## src/hw/rtl/ppmd_pkg.sv

```systemverilog
// shared types, constants and microcode encoding for the pid position motor drive
`default_nettype none

package ppmd_pkg;

    // default sizes of the position and integral datapaths
    localparam int POSITION_WIDTH_DEF = 24;
    localparam int INTEGRAL_WIDTH_DEF = 40;

    // fixed field and datapath widths
    localparam int GAIN_W    = 16;
    localparam int DRIVE_W   = 32;
    localparam int PWM_W     = 8;
    localparam int ACC_W     = 53;   // inner sum 256*e + ki*I + kd*D
    localparam int MAG_W     = 51;   // multiplicand magnitude, clamped to 2^50 (2^47 for the sum)
    localparam int MUL_SPLIT = 26;   // low chunk width of the shared multiplier
    localparam int PROD_W    = 67;   // MAG_W + GAIN_W
    localparam int OUT_W     = 48;   // result tdata, 45 bits padded to bytes
    localparam int CFG_IDX_W = 3;
    localparam int STEP_W    = 5;
    localparam int STEPS     = 20;

    // register reset values and the full pwm duty
    localparam logic [GAIN_W-1:0] KP_RST      = 16'd256;
    localparam logic [GAIN_W-1:0] TOL_RST     = 16'd10;
    localparam logic [PWM_W-1:0]  SETTLE_RST  = 8'd55;
    localparam logic [GAIN_W-1:0] WINDUP_RST  = 16'd500;
    localparam logic [PWM_W-1:0]  PWM_FULL    = 8'd255;

    // configuration register indexes
    localparam logic [CFG_IDX_W-1:0] CFG_TARGET = 3'd0;
    localparam logic [CFG_IDX_W-1:0] CFG_KP     = 3'd1;
    localparam logic [CFG_IDX_W-1:0] CFG_KI     = 3'd2;
    localparam logic [CFG_IDX_W-1:0] CFG_KD     = 3'd3;
    localparam logic [CFG_IDX_W-1:0] CFG_TOL    = 3'd4;
    localparam logic [CFG_IDX_W-1:0] CFG_SETTLE = 3'd5;
    localparam logic [CFG_IDX_W-1:0] CFG_WINDUP = 3'd6;

    // microprogram entry points
    localparam logic [STEP_W-1:0] STEP_TICK   = 5'd0;
    localparam logic [STEP_W-1:0] STEP_SETTLE = 5'd16;
    localparam logic [STEP_W-1:0] STEP_ESTOP  = 5'd17;
    localparam logic [STEP_W-1:0] STEP_START  = 5'd18;
    localparam logic [STEP_W-1:0] STEP_IDLE   = 5'd19;

    // datapath operations
    typedef enum logic [3:0] {
        OP_NOP,
        OP_WINDOW,
        OP_INTEG,
        OP_LOAD_I,
        OP_LOAD_D,
        OP_LOAD_V,
        OP_MUL_LO,
        OP_MUL_HI,
        OP_ACC,
        OP_DRIVE,
        OP_SETTLE,
        OP_ESTOP,
        OP_START,
        OP_IDLE
    } t_op;

    // branch conditions
    typedef enum logic [1:0] {
        C_NEVER,
        C_SETTLE,
        C_ESTOP
    } t_cond;

    // result status codes
    typedef enum logic [2:0] {
        ST_DRIVING,
        ST_SETTLED,
        ST_EMERGENCY,
        ST_IDLE,
        ST_STARTED
    } t_status;

    // one control word of the microprogram
    typedef struct packed {
        t_op               op;
        t_cond             cond;
        logic [STEP_W-1:0] target;
        logic              fin;
    } t_cword;

    // datapath flags seen by the sequencer
    typedef struct packed {
        logic settle;
        logic estop;
    } t_seq_flags;

endpackage

`default_nettype wire

```

## src/hw/rtl/ppmd_seq.sv

```systemverilog
// microcode sequencer: step counter, program rom and conditional jumps
`default_nettype none

module ppmd_seq
    import ppmd_pkg::*;
(
    input  logic              i_clk,
    input  logic              i_rst_n,
    input  logic              i_start,
    input  logic [STEP_W-1:0] i_entry,
    input  logic              i_advance,
    input  t_seq_flags        i_flags,
    output t_cword            o_cword,
    output logic              o_busy
);

    // program: tick body, then the single-step result routines
    localparam t_cword PROGRAM [STEPS] = '{
        '{OP_WINDOW, C_NEVER,  STEP_TICK,   1'b0},  // window check, error
        '{OP_NOP,    C_SETTLE, STEP_SETTLE, 1'b0},
        '{OP_NOP,    C_ESTOP,  STEP_ESTOP,  1'b0},
        '{OP_INTEG,  C_NEVER,  STEP_TICK,   1'b0},  // integral, derivative
        '{OP_LOAD_I, C_NEVER,  STEP_TICK,   1'b0},
        '{OP_MUL_LO, C_NEVER,  STEP_TICK,   1'b0},
        '{OP_MUL_HI, C_NEVER,  STEP_TICK,   1'b0},
        '{OP_ACC,    C_NEVER,  STEP_TICK,   1'b0},
        '{OP_LOAD_D, C_NEVER,  STEP_TICK,   1'b0},
        '{OP_MUL_LO, C_NEVER,  STEP_TICK,   1'b0},
        '{OP_MUL_HI, C_NEVER,  STEP_TICK,   1'b0},
        '{OP_ACC,    C_NEVER,  STEP_TICK,   1'b0},
        '{OP_LOAD_V, C_NEVER,  STEP_TICK,   1'b0},
        '{OP_MUL_LO, C_NEVER,  STEP_TICK,   1'b0},
        '{OP_MUL_HI, C_NEVER,  STEP_TICK,   1'b0},
        '{OP_DRIVE,  C_NEVER,  STEP_TICK,   1'b1},
        '{OP_SETTLE, C_NEVER,  STEP_TICK,   1'b1},
        '{OP_ESTOP,  C_NEVER,  STEP_TICK,   1'b1},
        '{OP_START,  C_NEVER,  STEP_TICK,   1'b1},
        '{OP_IDLE,   C_NEVER,  STEP_TICK,   1'b1}
    };

    logic              r_busy;
    logic [STEP_W-1:0] r_step;
    logic              take_jump;

    assign o_cword = PROGRAM[r_step];
    assign o_busy  = r_busy;

    // branch condition select
    always_comb begin
        case (o_cword.cond)
            C_SETTLE: take_jump = i_flags.settle;
            C_ESTOP:  take_jump = i_flags.estop;
            default:  take_jump = 1'b0;
        endcase
    end

    // step counter
    always_ff @(posedge i_clk) begin
        if (!i_rst_n) begin
            r_busy <= 1'b0;
            r_step <= STEP_TICK;
        end else if (!r_busy) begin
            if (i_start) begin
                r_busy <= 1'b1;
                r_step <= i_entry;
            end
        end else if (i_advance) begin
            if (o_cword.fin) begin
                r_busy <= 1'b0;
            end else if (take_jump) begin
                r_step <= o_cword.target;
            end else begin
                r_step <= r_step + 1'b1;
            end
        end
    end

endmodule

`default_nettype wire

```

## src/hw/rtl/pid_position_motor_drive.sv

```systemverilog
// pid position controller with anti-windup: datapath, registers and stream ports
//
// usage: write the gains, target and limits on the configuration port while the
// block is idle. each input transaction carries a kind bit in s_axis_tuser
// (0 start a move, 1 control tick) and the encoder position and emergency level
// in s_axis_tdata. every input transaction yields exactly one result transaction
// on the m_axis side holding the direction pins, pwm duty, drive value u and
// status.
// a start or idle tick runs only its result step; a settled tick adds the
// window check and settle branch, an emergency tick also the estop branch,
// and a driving tick runs the tick body up to the drive step. the shared
// 26x16 multiplier, used twice per product for three products, makes that
// tick longest. one item is worked on at a time; s_axis_tready is high whenever
// the sequencer is free, also while a result waits in the output register.
// a stalled receiver holds the final microcode step until the output register
// drains; nothing is lost. reset restores the register defaults, disarms the
// move and clears error, integral and drive state; there is no clearing pass.
`default_nettype none

module pid_position_motor_drive
    import ppmd_pkg::*;
#(
    parameter int POSITION_WIDTH = POSITION_WIDTH_DEF,
    parameter int INTEGRAL_WIDTH = INTEGRAL_WIDTH_DEF,
    localparam int CFG_W = (POSITION_WIDTH > GAIN_W) ? POSITION_WIDTH : GAIN_W,
    localparam int IN_W  = ((POSITION_WIDTH + 1 + 7) / 8) * 8
)
(
    input  logic                 i_clk,
    input  logic                 i_rst_n,
    // configuration write port
    input  logic                 i_cfg_wr_en,
    input  logic [CFG_IDX_W-1:0] i_cfg_index,
    input  logic [CFG_W-1:0]     i_cfg_data,
    // input stream
    input  logic                 s_axis_tvalid,
    output logic                 s_axis_tready,
    input  logic [IN_W-1:0]      s_axis_tdata,   // position, emergency_ok
    input  logic                 s_axis_tuser,   // action
    // result stream
    output logic                 m_axis_tvalid,
    input  logic                 m_axis_tready,
    output logic [OUT_W-1:0]     m_axis_tdata    // dir_a, dir_b, pwm_duty, drive_value, status
);

    localparam int P    = POSITION_WIDTH;
    localparam int I    = INTEGRAL_WIDTH;
    localparam int EW   = P + 1;
    localparam int DFW  = P + 2;
    localparam int WW   = ((P > 17) ? P : 17) + 1;
    localparam int SW   = ((I > EW) ? I : EW) + 1;
    localparam int SRCW = ((I > ACC_W) ? I : ACC_W) + 1;
    localparam int EAW  = (EW > GAIN_W) ? EW : GAIN_W;

    localparam logic signed [SW-1:0] IMAX = SW'((64'd1 << (I - 1)) - 64'd1);
    localparam logic signed [SW-1:0] IMIN = ~IMAX;
    localparam logic [SRCW-1:0] TERM_LIM = SRCW'(64'd1 << 50);
    localparam logic [SRCW-1:0] SUM_LIM  = SRCW'(64'd1 << 47);
    localparam logic [PROD_W-1:0] TERM_CAP = PROD_W'(64'd1 << 50);
    localparam logic [DRIVE_W-1:0] NEG_CAP = 32'h8000_0000;
    localparam logic [DRIVE_W-1:0] POS_CAP = 32'h7FFF_FFFF;
    localparam logic [DRIVE_W-1:0] PWM_MAXU = 32'd255;

    // configuration registers
    logic signed [P-1:0] r_target;
    logic [GAIN_W-1:0]   r_kp;
    logic [GAIN_W-1:0]   r_ki;
    logic [GAIN_W-1:0]   r_kd;
    logic [GAIN_W-1:0]   r_tol;
    logic [PWM_W-1:0]    r_slim;
    logic [GAIN_W-1:0]   r_wlim;

    // controller state
    logic                r_active;
    logic signed [EW-1:0]      r_prev_err;
    logic signed [I-1:0]       r_integ;
    logic signed [DRIVE_W-1:0] r_last_drive;

    // working registers
    logic signed [P-1:0]       r_pos;
    logic                      r_eok;
    logic                      r_settle;
    logic signed [EW-1:0]      r_err;
    logic signed [DFW-1:0]     r_diff;
    logic signed [ACC_W-1:0]   r_acc;
    logic [MAG_W-1:0]          r_mag;
    logic [GAIN_W-1:0]         r_k;
    logic                      r_neg;
    logic [PROD_W-1:0]         r_prod;

    // output register
    logic                      r_out_valid;
    logic                      r_dir_a;
    logic                      r_dir_b;
    logic [PWM_W-1:0]          r_pwm;
    logic signed [DRIVE_W-1:0] r_drive;
    t_status                   r_status;

    // sequencer link
    t_cword            cw;
    t_seq_flags        flags;
    logic              seq_busy;
    logic              seq_start;
    logic [STEP_W-1:0] seq_entry;
    logic              exec;

    assign s_axis_tready = !seq_busy;
    assign seq_start     = s_axis_tvalid && !seq_busy;
    assign seq_entry     = !s_axis_tuser ? STEP_START : (r_active ? STEP_TICK : STEP_IDLE);
    assign exec          = seq_busy && !(cw.fin && r_out_valid && !m_axis_tready);
    assign flags.settle  = r_settle;
    assign flags.estop   = !r_eok;

    ppmd_seq u_seq (
        .i_clk     (i_clk),
        .i_rst_n   (i_rst_n),
        .i_start   (seq_start),
        .i_entry   (seq_entry),
        .i_advance (exec),
        .i_flags   (flags),
        .o_cword   (cw),
        .o_busy    (seq_busy)
    );

    // settled window and error
    logic signed [WW-1:0] tgt_w;
    logic signed [WW-1:0] pos_w;
    logic signed [WW-1:0] tol_w;
    logic signed [WW-1:0] win_lo;
    logic signed [WW-1:0] win_hi;
    logic                 in_win;
    logic                 last_le;
    logic signed [EW-1:0] err_new;

    always_comb begin
        tgt_w   = {{(WW-P){r_target[P-1]}}, r_target};
        pos_w   = {{(WW-P){r_pos[P-1]}}, r_pos};
        tol_w   = {{(WW-GAIN_W){1'b0}}, r_tol};
        win_lo  = tgt_w - tol_w;
        win_hi  = tgt_w + tol_w;
        in_win  = (pos_w >= win_lo) && (pos_w <= win_hi);
        last_le = r_last_drive <= $signed({{(DRIVE_W-PWM_W){1'b0}}, r_slim});
        err_new = {r_target[P-1], r_target} - {r_pos[P-1], r_pos};
    end

    // saturating integral and difference
    logic signed [SW-1:0]    sum_i;
    logic signed [I-1:0]     integ_sat;
    logic signed [DFW-1:0]   diff_new;
    logic signed [ACC_W-1:0] acc_init;

    always_comb begin
        sum_i = {{(SW-I){r_integ[I-1]}}, r_integ} + {{(SW-EW){r_err[EW-1]}}, r_err};
        if (sum_i > IMAX) begin
            integ_sat = IMAX[I-1:0];
        end else if (sum_i < IMIN) begin
            integ_sat = IMIN[I-1:0];
        end else begin
            integ_sat = sum_i[I-1:0];
        end
        diff_new = {r_err[EW-1], r_err} - {r_prev_err[EW-1], r_prev_err};
        acc_init = {{(ACC_W-EW-8){r_err[EW-1]}}, r_err, 8'd0};
    end

    // multiplicand load: magnitude, clamp, gain select
    logic signed [SRCW-1:0] src;
    logic [SRCW-1:0]        src_abs;
    logic [SRCW-1:0]        src_lim;
    logic [MAG_W-1:0]       mag_next;
    logic [GAIN_W-1:0]      k_next;

    always_comb begin
        case (cw.op)
            OP_LOAD_I: begin
                src    = {{(SRCW-I){r_integ[I-1]}}, r_integ};
                k_next = r_ki;
            end
            OP_LOAD_D: begin
                src    = {{(SRCW-DFW){r_diff[DFW-1]}}, r_diff};
                k_next = r_kd;
            end
            default: begin
                src    = {{(SRCW-ACC_W){r_acc[ACC_W-1]}}, r_acc};
                k_next = r_kp;
            end
        endcase
        src_abs  = src[SRCW-1] ? (~src + 1'b1) : src;
        src_lim  = (cw.op == OP_LOAD_V) ? SUM_LIM : TERM_LIM;
        mag_next = (src_abs > src_lim) ? src_lim[MAG_W-1:0] : src_abs[MAG_W-1:0];
    end

    // shared 26x16 multiplier, two chunks per product
    logic [MUL_SPLIT-1:0]        mul_a;
    logic [MUL_SPLIT+GAIN_W-1:0] mul_p;
    logic [PROD_W-1:0]           prod_hi;

    always_comb begin
        mul_a   = (cw.op == OP_MUL_HI) ? {1'b0, r_mag[MAG_W-1:MUL_SPLIT]}
                                       : r_mag[MUL_SPLIT-1:0];
        mul_p   = mul_a * r_k;
        prod_hi = r_prod + {mul_p[PROD_W-MUL_SPLIT-1:0], {MUL_SPLIT{1'b0}}};
    end

    // term accumulate with saturation at 2^50
    logic [MAG_W-1:0]        prod_term;
    logic signed [ACC_W-1:0] term_s;
    logic signed [ACC_W-1:0] acc_next;

    always_comb begin
        prod_term = (r_prod > TERM_CAP) ? TERM_CAP[MAG_W-1:0] : r_prod[MAG_W-1:0];
        term_s    = {{(ACC_W-MAG_W){1'b0}}, prod_term};
        acc_next  = r_neg ? (r_acc - term_s) : (r_acc + term_s);
    end

    // drive value, pwm and anti-windup
    logic [PROD_W-17:0]        pmag;
    logic [DRIVE_W-1:0]        umag;
    logic signed [DRIVE_W-1:0] u;
    logic                      u_big;
    logic [EW-1:0]             e_abs;
    logic                      windup;
    logic [PWM_W-1:0]          pwm_val;

    always_comb begin
        pmag = r_prod[PROD_W-1:16];
        if (r_neg) begin
            umag = (pmag > NEG_CAP) ? NEG_CAP : pmag[DRIVE_W-1:0];
        end else begin
            umag = (pmag > POS_CAP) ? POS_CAP : pmag[DRIVE_W-1:0];
        end
        u       = r_neg ? (32'd0 - umag) : umag;
        u_big   = umag > PWM_MAXU;
        e_abs   = r_err[EW-1] ? (~r_err + 1'b1) : r_err;
        windup  = u_big && (EAW'(e_abs) > EAW'(r_wlim));
        pwm_val = u_big ? PWM_FULL : umag[PWM_W-1:0];
    end

    // configuration, controller state and output valid
    always_ff @(posedge i_clk) begin
        if (!i_rst_n) begin
            r_target     <= '0;
            r_kp         <= KP_RST;
            r_ki         <= '0;
            r_kd         <= '0;
            r_tol        <= TOL_RST;
            r_slim       <= SETTLE_RST;
            r_wlim       <= WINDUP_RST;
            r_active     <= 1'b0;
            r_prev_err   <= '0;
            r_integ      <= '0;
            r_last_drive <= '0;
            r_out_valid  <= 1'b0;
        end else begin
            if (i_cfg_wr_en) begin
                case (i_cfg_index)
                    CFG_TARGET: r_target <= i_cfg_data[P-1:0];
                    CFG_KP:     r_kp     <= i_cfg_data[GAIN_W-1:0];
                    CFG_KI:     r_ki     <= i_cfg_data[GAIN_W-1:0];
                    CFG_KD:     r_kd     <= i_cfg_data[GAIN_W-1:0];
                    CFG_TOL:    r_tol    <= i_cfg_data[GAIN_W-1:0];
                    CFG_SETTLE: r_slim   <= i_cfg_data[PWM_W-1:0];
                    CFG_WINDUP: r_wlim   <= i_cfg_data[GAIN_W-1:0];
                    default: ;
                endcase
            end
            if (exec) begin
                case (cw.op)
                    OP_START: begin
                        r_active     <= 1'b1;
                        r_prev_err   <= '0;
                        r_integ      <= '0;
                        r_last_drive <= '0;
                    end
                    OP_SETTLE, OP_ESTOP: r_active <= 1'b0;
                    OP_INTEG: begin
                        r_integ    <= integ_sat;
                        r_prev_err <= r_err;
                    end
                    OP_DRIVE: begin
                        r_last_drive <= u;
                        if (windup) begin
                            r_integ <= '0;
                        end
                    end
                    default: ;
                endcase
            end
            if (exec && cw.fin) begin
                r_out_valid <= 1'b1;
            end else if (m_axis_tready) begin
                r_out_valid <= 1'b0;
            end
        end
    end

    // working registers and result payload
    always_ff @(posedge i_clk) begin
        if (seq_start) begin
            r_pos <= s_axis_tdata[P-1:0];
            r_eok <= s_axis_tdata[P];
        end
        if (exec) begin
            case (cw.op)
                OP_WINDOW: begin
                    r_settle <= in_win && last_le;
                    r_err    <= err_new;
                end
                OP_INTEG: begin
                    r_diff <= diff_new;
                    r_acc  <= acc_init;
                end
                OP_LOAD_I, OP_LOAD_D, OP_LOAD_V: begin
                    r_mag <= mag_next;
                    r_k   <= k_next;
                    r_neg <= src[SRCW-1];
                end
                OP_MUL_LO: r_prod <= PROD_W'(mul_p);
                OP_MUL_HI: r_prod <= prod_hi;
                OP_ACC:    r_acc  <= acc_next;
                default: ;
            endcase
        end
        if (exec && cw.fin) begin
            case (cw.op)
                OP_DRIVE: begin
                    r_dir_a  <= u[DRIVE_W-1];
                    r_dir_b  <= !u[DRIVE_W-1];
                    r_pwm    <= pwm_val;
                    r_drive  <= u;
                    r_status <= ST_DRIVING;
                end
                OP_SETTLE: begin
                    r_dir_a  <= 1'b0;
                    r_dir_b  <= 1'b0;
                    r_pwm    <= PWM_FULL;
                    r_drive  <= '0;
                    r_status <= ST_SETTLED;
                end
                OP_ESTOP: begin
                    r_dir_a  <= 1'b0;
                    r_dir_b  <= 1'b0;
                    r_pwm    <= PWM_FULL;
                    r_drive  <= '0;
                    r_status <= ST_EMERGENCY;
                end
                OP_START: begin
                    r_dir_a  <= 1'b0;
                    r_dir_b  <= 1'b0;
                    r_pwm    <= '0;
                    r_drive  <= '0;
                    r_status <= ST_STARTED;
                end
                default: begin
                    r_dir_a  <= 1'b0;
                    r_dir_b  <= 1'b0;
                    r_pwm    <= '0;
                    r_drive  <= '0;
                    r_status <= ST_IDLE;
                end
            endcase
        end
    end

    // result stream
    assign m_axis_tvalid = r_out_valid;
    assign m_axis_tdata  = {3'b000, r_status, r_drive, r_pwm, r_dir_b, r_dir_a};

endmodule

`default_nettype wire
```

## config.mk

```make
export PLATFORM = sky130hd
export DESIGN_NAME = pid_position_motor_drive
export DESIGN_NICKNAME = d
export VERILOG_FILES = /design/src/hw/rtl/ppmd_pkg.sv /design/src/hw/rtl/ppmd_seq.sv /design/src/hw/rtl/pid_position_motor_drive.sv
export SDC_FILE = /design/constraint.sdc
export NUM_CORES = 2
export LEC_CHECK = 0
export ABC_AREA = 1
export BUFFER_PORTS_ARGS = -buffer_cell sky130_fd_sc_hd__buf_2
export CORE_ASPECT_RATIO = 2
export CORE_MARGIN = 4
export CORE_UTILIZATION = 60
export CTS_CLUSTER_SIZE = 40
export DETAILED_ROUTE_END_ITERATION = 12
export PLACE_DENSITY = 0.78
export SLEW_MARGIN = 20
export SYNTH_ARGS = -nofsm -noshare
export SYNTH_HDL_FRONTEND = slang
export SYNTH_HIERARCHICAL = 1
export SYNTH_SLANG_ARGS = --single-unit
```

## constraint.sdc

```tcl
create_clock -name i_clk -period 21.1 [get_ports i_clk]
set_input_delay 3.165 -clock i_clk [delete_from_list [all_inputs] [get_ports i_clk]]
set_output_delay 3.165 -clock i_clk [all_outputs]
set_load 0.01 [all_outputs]
```

==> flow_summary.json <==
{
  "cp.arrival_ns": 12.89,
  "status": "finished, final reports clean",
  "drcViolationCount": 0,
  "worstHoldPathType": "register to register",
  "die_w_um": 219,
  "drt_pass1_iterations": 6,
  "viasPerCell": 5.92,
  "cp_max_fo": 53,
  "cts_tree": "built",
  "antenna_left": 0,
  "critPathMaxStageDelay_ns": 0.66,
  "hold_ws_ns": 0.457,
  "cp-start-kind": "register",
  "slew_headroom": 0.284,
  "cp_data_required_time_ns": 21.49,
  "routabilityCongestion": 1.06,
  "syn_avg_cell_area_um2": 7.29,
  "syn2layout_area_growth_pct": 6.15,
  "fin_nets": 8176,
  "cts_buffer_depth": 3,
  "dieArea_um2": 94400,
  "drive_above_1_share": 0.0600,
  "finalHoldViolCount": 0,
  "wl_per_cell_um": 22.3,
  "hpwl_um": 152000,
  "crit_top_cell": "inv_1",
  "fin_tns_setup_ns": 0,
  "place_ws_ns": 9.05,
  "max_freq_mhz": 80.1,
  "yosysWarnings": 6,
  "syn_inst": 7350,
  "clock_sinks": 526,
  "grt_max_degree": 100,
  "timing.final.crit_share": 0.592,
  "slew_viol_final": 0,
  "ioPinCount": 115,
  "routed_wl_um": 192000,
  "grt_overflow": 0,
  "htreeDepth": 2,
  "vias": 50800,
  "fin_ws_ns": 8.61,
  "netlist_area_um2": 53600,
  "grt.total_usage": 0.401,
  "ctsHoldBuffers": 0,
  "finalSetupViolations": 0,
  "crit_type": "register to register",
  "numCtsBuffers": 50,
  "drv_cap": 0,
  "antenna_found_initial": 7,
  "fill_cells": 8029,
  "grt_pass1_vias": 51800,
  "initial_core_util": 0.606,
  "slowest_stage": "clkinv_1",
  "cts_root_buf": "clkbuf_16",
  "fin_crit_ns": 12.49,
  "finClkSkew_ns": 0.0346,
  "rsz0062_at_grt": "false",
  "row_count": 154,
  "tightest_slew_ns": 1.07,
  "grt_pass1_wl_um": 287000,
  "drtIter0Drc": 3729,
  "cts_resized": 0,
  "fp.dieH_um": 431,
  "core-area_um2": 88400,
  "clkLatencyLatePin_ns": 0.66,
  "numPortBuffers": 104,
  "cts.clk_slew.worst_paths_ns": 0.07,
  "post-cts-setup-buffer-count": 0,
  "worst_setup_path_end_kind": "register"
}
-- sequential cells by signal, indices dropped and copies added, names as in the netlist, 25 cells and up --
signal and flops:
r_err 25, r_mag 51, r_prev_err 25, r_diff 26
r_acc 53, r_prod 67, r_drive 31, r_last_drive 32
r_integ 40
-- per-stage QoR --
stage,utilization,cells,cell area [µm²]
2_1_floorplan,-,7354,53600
3_3_place_gp,0.623,8470,55100
3_5_place_dp,0.623,8470,55100
4_1_cts,0.642,8563,56800
5_1_grt,0.643,8568,56900
6_report,0.643,8572,56900
-- routing by layer --
layer | part of all wire | GRT usage
met1 | 0.29 | 0.346
met2 | 0.50 | 0.705
met3 | 0.067 | 0.0822
met4 | 0.15 | 0.457
met5 | 0.00014 | 0
-- final timing paths --
kind	from	endpoint	slack [ns]	depth (start not counted)
min reg2reg	r_kd[8]$_SDFFE_PN0P_	r_kd[8]$_SDFFE_PN0P_	0.46	2
min	r_kd[8]$_SDFFE_PN0P_	r_kd[8]$_SDFFE_PN0P_	0.46	2
max	u_seq/r_step[0]$_SDFFE_PN0P_	r_prod[66]$_SDFFCE_PN0P_	8.61	47
max reg2reg	u_seq/r_step[0]$_SDFFE_PN0P_	r_prod[66]$_SDFFCE_PN0P_	8.61	47
-- critical path: cells and delay by family, from the launching register on --
kind | cells | cell delay, ns
fa+ha+maj | 9 | 4.20
compound gates | 15 | 3.26
xor+xnor | 2 | 0.77
buf+inv | 14 | 2.38
simple gates | 7 | 1.02
flops | 1 | 0.49
-- cells in the final DEF (no fill, tap or decap), types with 23 or more instances in the layout --
cell and n:
edfxtp_1 309, ha_1 416, o211ai_1 45, buf_2 103, a21oi_1 547, nor2_2 48
nand2_1 1578, nand4_1 61, nor3_1 56, xnor2_1 67, o21a_1 23, o21ai_0 425
o21ai_1 23, a31oi_1 42, nor2_1 876, o22ai_1 23, clkbuf_16 55, buf_4 65
fa_1 341, a21boi_0 27, dfxtp_1 217, xor2_1 218, inv_2 29, or2_2 38
inv_1 1177, nand3_1 311
-- cell type report --
type                            count  area [µm²]  area share
Multi-Input combinational cell   5383       34400       0.605
Timing Repair Buffer              170        1050      0.0184
Tap cell                         1170        1460      0.0257
Inverter                         1223        4590      0.0807
Clock inverter                     27         248     0.00436
Antenna cell                        7        17.5    0.000308
Sequential cell                   526       13600       0.240
Clock buffer                       66        1460      0.0256
Power is not shown: default switching activity piles up to over one toggle a cycle in this logic, so the estimate is an artifact.
